**config.mk**
```make
export PLATFORM = sky130hd
export DESIGN_NAME = cfa_row
export DESIGN_NICKNAME = d
export VERILOG_FILES = /design/src/sv/cfa_pkg.sv /design/src/sv/cfa_cell.sv /design/src/sv/cfa_row.sv
export SDC_FILE = /design/constraint.sdc
export NUM_CORES = 2
export LEC_CHECK = 0
export ABC_CLOCK_PERIOD_IN_PS = 17700
export BUFFER_PORTS_ARGS = -buffer_cell sky130_fd_sc_hd__buf_2
export CAP_MARGIN = 25
export CORE_UTILIZATION = 50
export DETAILED_ROUTE_END_ITERATION = 8
export PLACE_DENSITY_LB_ADDON = 0.12
export SLEW_MARGIN = 30
export SYNTH_ARGS = -nofsm -noshare
export SYNTH_HDL_FRONTEND = slang
export SYNTH_SLANG_ARGS = --single-unit
```
**constraint.sdc**
```tcl
create_clock -name vclk -period 17.7
set_input_delay 2.655 -clock vclk [all_inputs]
set_output_delay 2.655 -clock vclk [all_outputs]
set_load 0.02 [all_outputs]
```
**src/sv/cfa_pkg.sv**
```systemverilog
// Shared types, constants and codes of the contiguous frame allocator.
package cfa_pkg;

  localparam int MAX_FRAMES_DEF = 1024;
  localparam int WORD_W = 16;
  localparam int WORD_LW = 4;
  localparam int CNT_W = 17;

  localparam logic [1:0] ST_OK = 2'd0;
  localparam logic [1:0] ST_NOSPACE = 2'd1;
  localparam logic [1:0] ST_BAD = 2'd2;

  localparam logic CMD_ALLOC = 1'b0;
  localparam logic CMD_FREE = 1'b1;

  localparam logic REG_TOTAL_FRAMES = 1'b0;
  localparam logic REG_FIRST_FREE = 1'b1;

  typedef enum logic [2:0] {
    S_CLEAR,
    S_IDLE,
    S_SCAN,
    S_FREE_RD,
    S_SW_RD,
    S_SW_WR,
    S_DONE
  } state_t;

  typedef struct packed {
    logic        cmd;
    logic [10:0] npages;
    logic [9:0]  frame;
  } req_t;

  typedef struct packed {
    logic [1:0] status;
    logic [9:0] start_frame;
    logic       from_bump;
  } rsp_t;

  typedef struct packed {
    logic [CNT_W-1:0] run_start;
    logic             hit;
    logic [CNT_W-1:0] hit_start;
  } link_t;

endpackage

```
**src/sv/cfa_cell.sv**
```systemverilog
// One frame slot of the scan row: tracks the open run and flags the first fit.
module cfa_cell (
  input  logic                    free_bit,
  input  logic [cfa_pkg::CNT_W-1:0] idx,
  input  logic [cfa_pkg::CNT_W-1:0] n,
  input  logic [cfa_pkg::CNT_W-1:0] tcap,
  input  cfa_pkg::link_t          link_i,
  output cfa_pkg::link_t          link_o
);

  logic usable;
  logic fits;

  assign usable = free_bit && (idx <= tcap);
  assign fits = usable && !link_i.hit && (idx >= link_i.run_start + n);

  always_comb begin
    link_o = link_i;
    if (!usable) begin
      link_o.run_start = idx;
    end
    if (fits) begin
      link_o.hit = 1'b1;
      link_o.hit_start = idx - n;
    end
  end

endmodule

```
**src/sv/cfa_row.sv**
```systemverilog
// Row of scan cells covering one bitmap word.
module cfa_row (
  input  logic [cfa_pkg::WORD_W-1:0] bits,
  input  logic [cfa_pkg::CNT_W-1:0]  base,
  input  logic [cfa_pkg::CNT_W-1:0]  n,
  input  logic [cfa_pkg::CNT_W-1:0]  tcap,
  input  cfa_pkg::link_t             link_i,
  output cfa_pkg::link_t             link_o
);

  cfa_pkg::link_t chain [cfa_pkg::WORD_W+1];

  assign chain[0] = link_i;

  for (genvar k = 0; k < cfa_pkg::WORD_W; k++) begin : g_cell
    cfa_cell u_cell (
      .free_bit (bits[k]),
      .idx      (base + cfa_pkg::CNT_W'(k + 1)),
      .n        (n),
      .tcap     (tcap),
      .link_i   (chain[k]),
      .link_o   (chain[k+1])
    );
  end

  assign link_o = chain[cfa_pkg::WORD_W];

endmodule

```
==> impl_metrics.tcl <==
set metrics [dict create \
    status "complete, no violations" \
    grt_pass1_wl_um 321000 \
    nFillCells 8109 \
    hpwl_um 190000 \
    synth_fp_nets 6961 \
    via_per_inst 6.91 \
    yosysUniqueCellTypes 107 \
    drive_gt1_share_pct 10.5 \
    crit_type "input pin to output port" \
    worst-path-max-fanout 14 \
    top_usage_layer "met2" \
    fin_crit_sh_pct 99.2 \
    area_growth_syn_to_layout_pct 9.73 \
    postPlaceCellArea_um2 45800 \
    nets 7264 \
    finalSetupViolations 0 \
    relSlewSlack_pct 18.9 \
    drtIter0Drc 7519 \
    gr-total-overflow 0 \
    antenna_found_initial 27 \
    syn_avg_cell_area_um2 7.18 \
    port_buffers 137 \
    rows 105 \
    use_met3_pct 20.3 \
    use_met2_pct 69.5 \
    maxSlewViolCount 0 \
    chipWidth_um 292 \
    worst_pin_slew_ns 1.21 \
    grt_pass1_vias 44800 \
    ant_nets 0 \
    multi_input_area_um2 40100 \
    vias 49900 \
    ys_seq_area_share_pct 0 \
    cp_slowest_cell "o41ai_1" \
    required_ns 15.05 \
    grtUsageMet1_pct 68.9 \
    grt_max_degree 35 \
    cap_violations 0 \
    hold_viol 0 \
    max_clock_freq_mhz 56.9 \
    seq_cell_count 0 \
    wire_per_inst_um 31.8 \
    post-route-min-period_ns 17.56 \
    start_util_pct 50.8 \
    start_kind "input pin" \
    gp_congestion 1.16 \
    cp-startpoint "base[2]" \
    gr-usage-all-layers_pct 51.7 \
    crit_arrival_ns 14.91 \
    drtPass1Iterations 6 \
    regArea_um2 0 \
    hold_class "input pin to output port" \
    cp_slowest_stage_delay_ns 0.72 \
    die_h_um 292 \
    endpoint_kind "output port" \
    final_area_um2 46000 \
    wl_um 230000 \
    core_area_um2 82500 \
    route.detailed.drc 0 \
    synth_warnings 0 \
    worst_path_most_repeated_cell "a21oi_1" \
    io_pins 137 \
    clockBufferCount 0 \
    syn_inst 5836 \
    endpoint "link_o[15]" \
    die-area_um2 85000 \
    syn_area_um2 41900 \
]
-- critical path, delay by kind of cell --
family	cells	cell delay, ns
buffers and inverters	6	1.77
AND/OR/NAND/NOR	13	3.14
AO/OA/AOI/OAI	22	5.29
XOR/XNOR	2	0.76
adder cells (fa/ha/maj)	4	1.28
-- synth_stat cells, drive strengths merged, types with 16 or more instances --
| cell type | number | area share [%] |
|---|---|---|
| o22ai | 36 | 0.54 |
| a211oi | 82 | 1.5 |
| nor2b | 72 | 1.1 |
| clkbuf | 94 | 0.84 |
| nor2 | 467 | 4.2 |
| nand2b | 68 | 1.0 |
| xnor2 | 449 | 9.4 |
| or3 | 50 | 0.75 |
| a221oi | 32 | 0.76 |
| o2111ai | 31 | 0.69 |
| a21boi | 46 | 0.82 |
| a31oi | 50 | 0.76 |
| or2 | 39 | 0.58 |
| ha | 1003 | 30 |
| o31ai | 29 | 0.61 |
| a21oi | 554 | 6.6 |
| a2111oi | 20 | 0.50 |
| mux2i | 28 | 0.67 |
| and4 | 19 | 0.40 |
| a211o | 28 | 0.59 |
| o21ai | 339 | 4.1 |
| nand3 | 182 | 2.2 |
| mux2 | 28 | 0.75 |
| inv | 344 | 3.1 |
| a31o | 16 | 0.33 |
| fa | 20 | 0.96 |
| nand2 | 485 | 4.4 |
| a21o | 172 | 3.1 |
| and2 | 37 | 0.55 |
| o21bai | 59 | 1.1 |
| o21a | 76 | 1.4 |
| a22oi | 28 | 0.50 |
| nor4 | 21 | 0.33 |
| buf | 79 | 0.91 |
| nand4 | 77 | 1.1 |
| o211ai | 38 | 0.68 |
| o41ai | 21 | 0.51 |
| nor3 | 128 | 1.6 |
| and3 | 41 | 0.61 |
| xor2 | 233 | 4.9 |
| o221ai | 23 | 0.48 |
-- final cells by class --
type / count / area share (%)
multi-input cells: 5315 / 87.1
repair buffers: 474 / 7.02
well taps: 1070 / 2.91
inverters: 348 / 2.84
diodes: 21 / 0.114
-- stage by stage --
step / hold slack, ns / setup slack [ns] / util [%] / std cells / TNS, ns
2_1_floorplan: 5.69 / 2.63 / - / 5836 / 0
6_report: 5.96 / 0.136 / 55.7 / 7228 / 0
3_5_place_dp: 5.94 / 0.207 / 55.5 / 7200 / 0
3_3_place_gp: 5.94 / 0.326 / 55.5 / 7200 / 0
5_1_grt: 5.96 / -0.0222 / 55.7 / 7208 / -0.0504
4_1_cts: 5.94 / 0.167 / 55.5 / 7200 / 0
-- what timing repair did --
item,CTS,global route
endpoints found under the setup margin,0,17
buffers inserted,0,7
hold buffers,0,0
gates resized for setup,0,12
-- layout by cell type, fill, tap and decap left out, types with 172 or more instances in the layout --
master   count
inv_1      337
xnor2_1    445
xor2_1     228
o21ai_0    300
nand2_1    482
nor2_1     465
nand3_1    182
ha_1      1003
a21oi_1    550
a21o_1     172
buf_4      336
-- per-layer routing --
metal / wire, um / up-vias / part of all wire (%)
met1: 90900 / 23100 / 40
met2: 84300 / 3690 / 37
met4: 16700 / 34 / 7.3
met3: 37600 / 843 / 16
li1: - / 22200 / -
met5: 374 / - / 0.16
-- worst min path at each step --
stage	startpoint	to	slack (ns)	cells past startpoint
after floorplan	base[5]	link_o[23]	5.69	3
after global placement	bits[15]	link_o[34]	5.94	4
after detailed placement	bits[15]	link_o[34]	5.94	4
after CTS	bits[15]	link_o[34]	5.94	4
after global routing	bits[15]	link_o[34]	5.96	4
final	bits[15]	link_o[34]	5.96	4
-- cells by family after synthesis --
family / count (synthesis) / synth area share (%)
mux: 56 / 1.42
buf+inv: 521 / 4.87
simple gates: 1729 / 19.7
compound gates: 1825 / 28.8
xor+xnor: 682 / 14.3
fa+ha+maj: 1023 / 30.9
