<file path="config.mk">
export PLATFORM = sky130hd
export DESIGN_NAME = cfa_ram
export DESIGN_NICKNAME = d
export VERILOG_FILES = /design/src/sv/cfa_ram.sv
export SDC_FILE = /design/constraint.sdc
export NUM_CORES = 1
export LEC_CHECK = 0
export BUFFER_PORTS_ARGS = -buffer_cell sky130_fd_sc_hd__buf_2
export CELL_PAD_IN_SITES_DETAIL_PLACEMENT = 1
export CELL_PAD_IN_SITES_GLOBAL_PLACEMENT = 2
export CORE_MARGIN = 10
export CORE_UTILIZATION = 51
export DETAILED_ROUTE_END_ITERATION = 8
export GPL_TIMING_DRIVEN = 0
export PLACE_DENSITY = 0.89
export SYNTH_ARGS = -nofsm -noshare
export SYNTH_HDL_FRONTEND = slang
export SYNTH_SLANG_ARGS = --single-unit
</file>
<file path="constraint.sdc">
create_clock -name clk -period 2.75 [get_ports clk]
set_input_delay 0.275 -clock clk [delete_from_list [all_inputs] [get_ports clk]]
set_output_delay 0.275 -clock clk [all_outputs]
set_load 0.05 [all_outputs]
</file>
<file path="src/sv/cfa_ram.sv">
// Generic simple dual-port RAM with registered read.
module cfa_ram #(
  parameter int WIDTH = 16,
  parameter int DEPTH = 64
) (
  input  logic                                    clk,
  input  logic                                    we,
  input  logic [(DEPTH > 1 ? $clog2(DEPTH) : 1)-1:0] waddr,
  input  logic [WIDTH-1:0]                        wdata,
  input  logic [(DEPTH > 1 ? $clog2(DEPTH) : 1)-1:0] raddr,
  output logic [WIDTH-1:0]                        rdata
);

  logic [WIDTH-1:0] mem [DEPTH];

  always_ff @(posedge clk) begin
    if (we) begin
      mem[waddr] <= wdata;
    end
    rdata <= mem[raddr];
  end

endmodule

</file>
==> out/results.txt, run 1 <==
First-pass DRT Iterations: 6
postcts setup bufs: 0
EDFF count, synth: 1024
drc violations: 0
worst r2r src: mem[61][3]
fin nets: 2028
count of different cell masters after synthesis: 43
Routed Antenna Nets: 0
placed insts: 2933
sequential share of the synthesized area: 0.776
Initial Util: 0.516
mapped cell area: 0.0400 sq mm
Cell Rows: 102
CP startpoint: raddr[1]
Final setup viols: 1
IO buf count: 38
vias in the first global route: 21.5k
Detail Placement HPWL: 70.1 mm
WL/cell: 36.2 um
share of cells above drive strength 1: 0.295
Post-synth top flop: edfxtp_1
routability cong.: 0.945
initial antenna violation count: 2
FFs w/ async S/R, synth: 0
die height: 300 um
final count of hold timing violations: 0
slack of the critical path: -0.0746 ns
Crit Path Class: in2reg
First DRT Iteration DRCs: 2896
CP startpoint kind: primary input
WP data required: 3.21 ns
unrepaired setup endpoints after global routing: false
Hold/Removal Path Class: in2reg
synthesized flop and latch total: 1040
Hold Crit Start: wdata[6]
Syn Area/Cell: 21.9 sq um
relative slew slack: 0.0297
TritonCTS buffer count: 102
I/O Pins: 46
area grow syn2layout: 13.8%
Tightest Pin Transition: 1.46 ns
Non-Filler Instances: 3122
Via density: 6.55
status: complete, but fails checks
Leak: 14.4 nW
Clk Latency, worst-skew pair: 0.67 ns
Final period util: 1.03
P per Cell Area: 743 mW/mm^2
setup TNS: -0.0746 ns
DR vias: 20.5k
total of warnings raised by yosys: 0
peak supply drop: 568 uV
pins over their slew limit: 0
Worst-path clk slew: 0.06 ns
Remaining Overflow, GRT: 0
syn_nets: 1859
routed wire length: 113 mm
Setup WS pre-CTS: -0.879 ns
Filler cells: 6540
DIE AREA: 0.0901 sq mm
total power draw: 33.8 mW
H-tree depth: 3
largest net degree at the start of global routing: 65
first-pass GRT wire length: 161 mm
TritonCTS clock tree: done
CTS Sinks: 1040
Post-Synthesis Cells: 1829
All-Layer GR Usage: 0.251
clk_skew: 0.0300 ns
crit path capture type: flop
violated checks: negative setup slack
Critical Path AT: 3.29 ns
crit-path max FO: 10
FMAX: 354 MHz
max-cap viol count: 0
root buffer cell: clkbuf_16
final core occ: 0.587
min Tclk post-route: 2.82 ns
CTS max path bufs: 3
die width: 300 um
Core Area: 0.0776 sq mm
## through the flow
step                      hold WS [ns]  instance area, sq um
after floorplan                  0.374                 40000
after global placement           0.748                 41500
after detailed placement         0.747                 42000
after CTS                        0.377                 45500
after global routing            0.0851                 45500
final                           0.0977                 45600
## kinds of logic (layout without fill, tap and decap cells)
group / after synthesis / in the layout / synth area share
AO/OA/AOI/OAI: 129 / 129 / 0.0241
AND/OR/NAND/NOR: 220 / 220 / 0.0265
flip-flops: 1040 / 1040 / 0.776
multiplexers: 336 / 336 / 0.155
buffers and inverters: 104 / 356 / 0.0183
other: 0 / 1 / 0
## registers in the layout, summed over array words and instances (netlist names)
register  flops
rdata        16
mem        1024
## synthesized netlist by cell type (2+ instances only)
cell type     n  area (sq um)
edfxtp_1   1024         30700
mux4_2      220          4950
mux2i_1      85           851
nor2_1       72           270
nand2_1      59           221
a22oi_1      39           293
buf_2        36           180
nor2b_1      30           188
mux2_2       27           304
clkbuf_1     24          90.1
nand3_1      24           120
a21oi_1      17          85.1
buf_6        17           191
a221oi_1     16           140
dfxtp_1      16           320
buf_4        13          97.6
nand4_1      12          75.1
a211o_1       8          70.1
a211oi_1      8          60.1
a311oi_1      8          70.1
a31oi_1       8          50.1
a221o_1       6          60.1
a22o_1        6          52.6
a41oi_1       5          43.8
and4_1        5          43.8
buf_12        5           100
o21ai_0       5          25.0
mux4_1        4           105
buf_1         3          11.3
buf_8         3          45.0
nand2b_1      3          18.8
nor4_2        3          37.5
o21ai_1       3          15.0
and2_1        2          12.5
clkbuf_2      2          10.0
nand3b_1      2          15.0
nor2_2        2          12.5
nor3_1        2          10.0
## path summary, 6_finish.rpt
kind                end  slack [ns]  depth (start not counted)
min          mem[33][6]         0.1                          1
max reg2reg    rdata[3]        0.16                          4
min reg2reg   rdata[10]        1.01                          4
max            rdata[3]       -0.07                          8
## placed cells by master, fill, tap and decap left out, types with 12 or more instances in the layout
master     count
a21oi_1       17
clkinv_1      20
nor2_2        61
edfxtp_1    1024
buf_8         23
bufinv_16     13
buf_4         26
mux2_2        27
clkbuf_16    105
nand3_1       24
clkbuf_1      39
dfxtp_1       16
mux2i_1       85
nand4_1       12
nor2_1        13
a22oi_1       39
clkinv_2      18
nor2b_1       30
mux4_2       220
a221oi_1      12
buf_2         61
nand2_1       59
buf_6         23
## layer usage
metal	up-vias	track usage	routed length [um]
li1	8024	-	-
met4	2	0.117	5920
met3	287	0.0563	11500
met1	10800	0.338	42400
met5	-	0	16
met2	1331	0.389	53100
## area by class of cell
type | instances | area, sq um | share of cell area
Clock inverter | 64 | 688 | 0.0151
Antenna cell | 1 | 2.50 | 0.0000549
Multi-Input combinational cell | 685 | 8420 | 0.185
Tap cell | 1040 | 1300 | 0.0286
Sequential cell | 1040 | 31100 | 0.682
Buffer | 104 | 733 | 0.0161
Timing Repair Buffer | 65 | 611 | 0.0134
Clock buffer | 123 | 2730 | 0.0598
## critical path, cell delays in order
cell and delay, ns:
buf_2 0.20, buf_2 0.42, buf_2 0.52, nand2_4 0.16, a211oi_1 0.30, a221oi_1 0.12, a221oi_1 1.03, a311oi_1 0.24
## repair_timing
| item | 4_1_cts | 5_1_grt |
|---|---|---|
| setup endpoints to repair | 80 | 4 |
| hold buffers | 0 | 0 |
| pin swaps | 0 | 0 |
| gates resized for setup | 3 | 4 |
## power breakdown
group / total (mW) / switching, mW / internal, mW
clock network: 14.3 / 6.01 / 8.28
registers: 17.6 / 0.0405 / 17.5
logic: 1.97 / 1.36 / 0.614
total: 33.8 / 7.41 / 26.4
Power figures use the tool's default switching activity.
==> inputs of run 2 (changes only) <==
--- a/config.mk
+++ b/config.mk
@@ -5,11 +5,13 @@
 export SDC_FILE = /design/constraint.sdc
 export NUM_CORES = 1
 export LEC_CHECK = 0
+export ABC_AREA = 1
 export BUFFER_PORTS_ARGS = -buffer_cell sky130_fd_sc_hd__buf_2
+export CAP_MARGIN = 15
 export CELL_PAD_IN_SITES_DETAIL_PLACEMENT = 1
 export CELL_PAD_IN_SITES_GLOBAL_PLACEMENT = 2
 export CORE_MARGIN = 10
-export CORE_UTILIZATION = 51
+export CORE_UTILIZATION = 44
 export DETAILED_ROUTE_END_ITERATION = 8
 export GPL_TIMING_DRIVEN = 0
 export PLACE_DENSITY = 0.89
==> out/results.txt, run 2 <==
post-route cell area: 0.0489 sq mm (was 0.0456 sq mm)
Initial Util: 0.443 (was 0.516)
vias in the first global route: 31.2k (was 21.5k)
register area: 0.0311 sq mm (unchanged)
peak supply drop: 529 uV (was 568 uV)
total power draw: 34.8 mW (was 33.8 mW)
P per Cell Area: 712 mW/mm^2 (was 743 mW/mm^2)
Hold EP: mem[48][4] (was mem[33][6])
WL/cell: 30.1 um (was 36.2 um)
DR vias: 30.5k (was 20.5k)
Hold Buf Count CTS: 2 (was 0)
Synth area leaders: edfxtp_1 73%, nand2_1 12%, nand3_1 10% (was edfxtp_1 77%, mux4_2 12%, mux2i_1 2.1%)
max FFs per register: 1024 (unchanged)
first-pass GRT wire length: 219 mm (was 161 mm)
min Tclk post-route: 2.36 ns (was 2.82 ns)
WP data required: 3.16 ns (was 3.21 ns)
root buffer cell: clkbuf_16 (unchanged)
H-tree depth: 3 (unchanged)
hold slack final: 0.0725 ns (was 0.0977 ns)
crit-path max FO: 10 (unchanged)
share of the synthesized area in the top cell type: 0.730 (was 0.768)
Final period util: 0.860 (was 1.03)
Clk Latency, worst-skew pair: 0.73 ns (was 0.67 ns)
Post-Synthesis Cells: 3517 (was 1829)
Gates resized, CTS repair: 0 (was 3)
FFs w/ async S/R, synth: 0 (unchanged)
routed wire length: 153 mm (was 113 mm)
Filler cells: 9863 (was 6540)
syn_nets: 3547 (was 1859)
synthesized flop and latch total: 1040 (unchanged)
pins over their slew limit: 0 (unchanged)
hold path cells: 1 (unchanged)
Syn Area/Cell: 12.0 sq um (was 21.9 sq um)
worst r2r src: mem[19][6] (was mem[61][3])
CTS Sinks: 1040 (unchanged)
relative slew slack: 0.296 (was 0.0297)
fin nets: 3776 (was 2028)
max-cap viol count: 0 (unchanged)
CP peak stage delay: 0.87 ns (was 1.03 ns)
CP startpoint kind: primary input (unchanged)
Hold/Removal Path Class: in2reg (unchanged)
Critical Path AT: 2.77 ns (was 3.29 ns)
Post-synth top flop: edfxtp_1 (unchanged)
R2R cell count: 8 (was 4)
CTS max path bufs: 3 (unchanged)
Routed Antenna Nets: 0 (unchanged)
final count of hold timing violations: 0 (unchanged)
Core Area: 0.0950 sq mm (was 0.0776 sq mm)
initial antenna violation count: 13 (was 2)
CP startpoint: waddr[1] (was raddr[1])
total of warnings raised by yosys: 0 (unchanged)
IO buf count: 37 (was 38)
Remaining Overflow, GRT: 0 (unchanged)
DIE AREA: 0.108 sq mm (was 0.0901 sq mm)
status: finished, final reports clean (was complete, but fails checks)
Commonest cells post-synth: 1296 x nand2_1, 1024 x edfxtp_1, 871 x nand3_1 (was 1024 x edfxtp_1, 220 x mux4_2, 85 x mux2i_1)
Tightest Pin Transition: 1.06 ns (was 1.46 ns)
largest net degree at the start of global routing: 65 (unchanged)
Via density: 5.98 (was 6.55)
Detail Placement HPWL: 102 mm (was 70.1 mm)
First-pass DRT Iterations: 5 (was 6)
routability cong.: 0.935 (was 0.945)
sequential share of the synthesized area: 0.738 (was 0.776)
drc violations: 0 (unchanged)
Crit Path Class: in2reg (unchanged)
Setup WS pre-CTS: -0.213 ns (was -0.879 ns)
FF-to-FF End: rdata[6] (was rdata[3])
count of different cell masters after synthesis: 16 (was 43)
area occupied by multi-input gates: 0.00974 sq mm (was 0.00842 sq mm)
postcts setup bufs: 0 (unchanged)
mapped cell area: 0.0421 sq mm (was 0.0400 sq mm)
Worst path slowest cell: nor2_2 (was a221oi_1)
clk_skew: 0.0314 ns (was 0.0300 ns)
TritonCTS clock tree: done (unchanged)
worst reg-to-reg setup slack: 1.03 ns (was 0.16 ns)
FMAX: 423 MHz (was 354 MHz)
worst-path cell chain: clkbuf_1 > inv_1 > nand4_1 > nor2_2 > buf_8 (was buf_2 > buf_2 > buf_2 > nand2_4 > a211oi_1 > a221oi_1 > a221oi_1 > a311oi_1)
cell with the most instances after synthesis: nand2_1 (was edfxtp_1)
First DRT Iteration DRCs: 3983 (was 2896)
Leak: 17.7 nW (was 14.4 nW)
commonest non-fill, non-tap cell in the layout: nand2_1 (was edfxtp_1)
Placed Area: 0.0454 sq mm (was 0.0420 sq mm)
share of cells above drive strength 1: 0.134 (was 0.295)
TritonCTS buffer count: 109 (was 102)
unrepaired setup endpoints after global routing: false (unchanged)
most frequent cells in the layout: 1296 x nand2_1, 1024 x edfxtp_1, 871 x nand3_1 (was 1024 x edfxtp_1, 220 x mux4_2, 105 x clkbuf_16)
crit path capture type: flop (unchanged)
die height: 329 um (was 300 um)
die width: 329 um (was 300 um)
Final setup viols: 0 (was 1)
EDFF count, synth: 1024 (unchanged)
I/O Pins: 46 (unchanged)
area grow syn2layout: 16.1% (was 13.8%)
most flop-heavy register: mem (unchanged)
Worst-path clk slew: 0.06 ns (about the same)
cell taking the most area after synthesis: edfxtp_1 (unchanged)
All-Layer GR Usage: 0.280 (was 0.251)
Cell Rows: 113 (was 102)
Hold Crit Start: wdata[4] (was wdata[6])
slack of the critical path: 0.385 ns (was -0.0746 ns)
top flop regs: mem x1024, rdata x16 (unchanged)
run 2: cell families after synthesis:
kind of cell,after synthesis,synth area share
DFF,1040,0.738
buffers and inverters,237,0.0354
and+or+nand+nor,2240,0.227
run 2: power by group:
group | total [mW] | internal, mW | switching [mW]
Combinational | 2.72 | 0.617 | 2.10
Sequential | 17.6 | 17.5 | 0.0333
Clock | 14.5 | 8.17 | 6.35
run 2: metal layers:
| metal | up-vias | part of all wire | GRT usage |
|---|---|---|---|
| met4 | 6 | 0.045 | 0.121 |
| met3 | 372 | 0.11 | 0.0652 |
| met5 | - | 0.00024 | 0 |
| met1 | 15500 | 0.39 | 0.369 |
| li1 | 12900 | - | - |
| met2 | 1786 | 0.46 | 0.440 |
run 2: stage by stage:
stage | util | setup TNS [ns] | std cells
detailed placement | 0.478 | -31.19 | 4898
global route | 0.514 | 0 | 5103
floorplan | - | -10.12 | 3517
global placement | 0.462 | -728.44 | 4819
CTS | 0.514 | 0 | 5102
finish | 0.515 | 0 | 5108
run 2: layout make-up:
| cell class | count | share of cell area |
|---|---|---|
| Multi-Input combinational cell | 2240 | 0.199 |
| Tap cell | 1265 | 0.0324 |
| Sequential cell | 1040 | 0.635 |
| Clock inverter | 62 | 0.0106 |
| Antenna cell | 6 | 0.000307 |
| Clock buffer | 140 | 0.0594 |
| Buffer | 225 | 0.0294 |
| Inverter | 12 | 0.00107 |
| Timing Repair Buffer | 118 | 0.0322 |
run 2: worst max-delay path by stage:
stage / end / slack [ns] / cells after the start
2_1_floorplan: mem[48][0] / -0.08 / 3
3_3_place_gp: mem[48][1] / -2.70 / 3
4_1_cts: mem[34][4] / 0.52 / 5
6_report: mem[8][11] / 0.39 / 5
3_5_place_dp: mem[34][9] / -0.21 / 5
5_1_grt: mem[42][12] / 0.40 / 4
run 2: worst max-delay path, delay by kind of cell:
kind	cells	cell delay, ns
simple gates	2	1.67
buf+inv	3	0.81
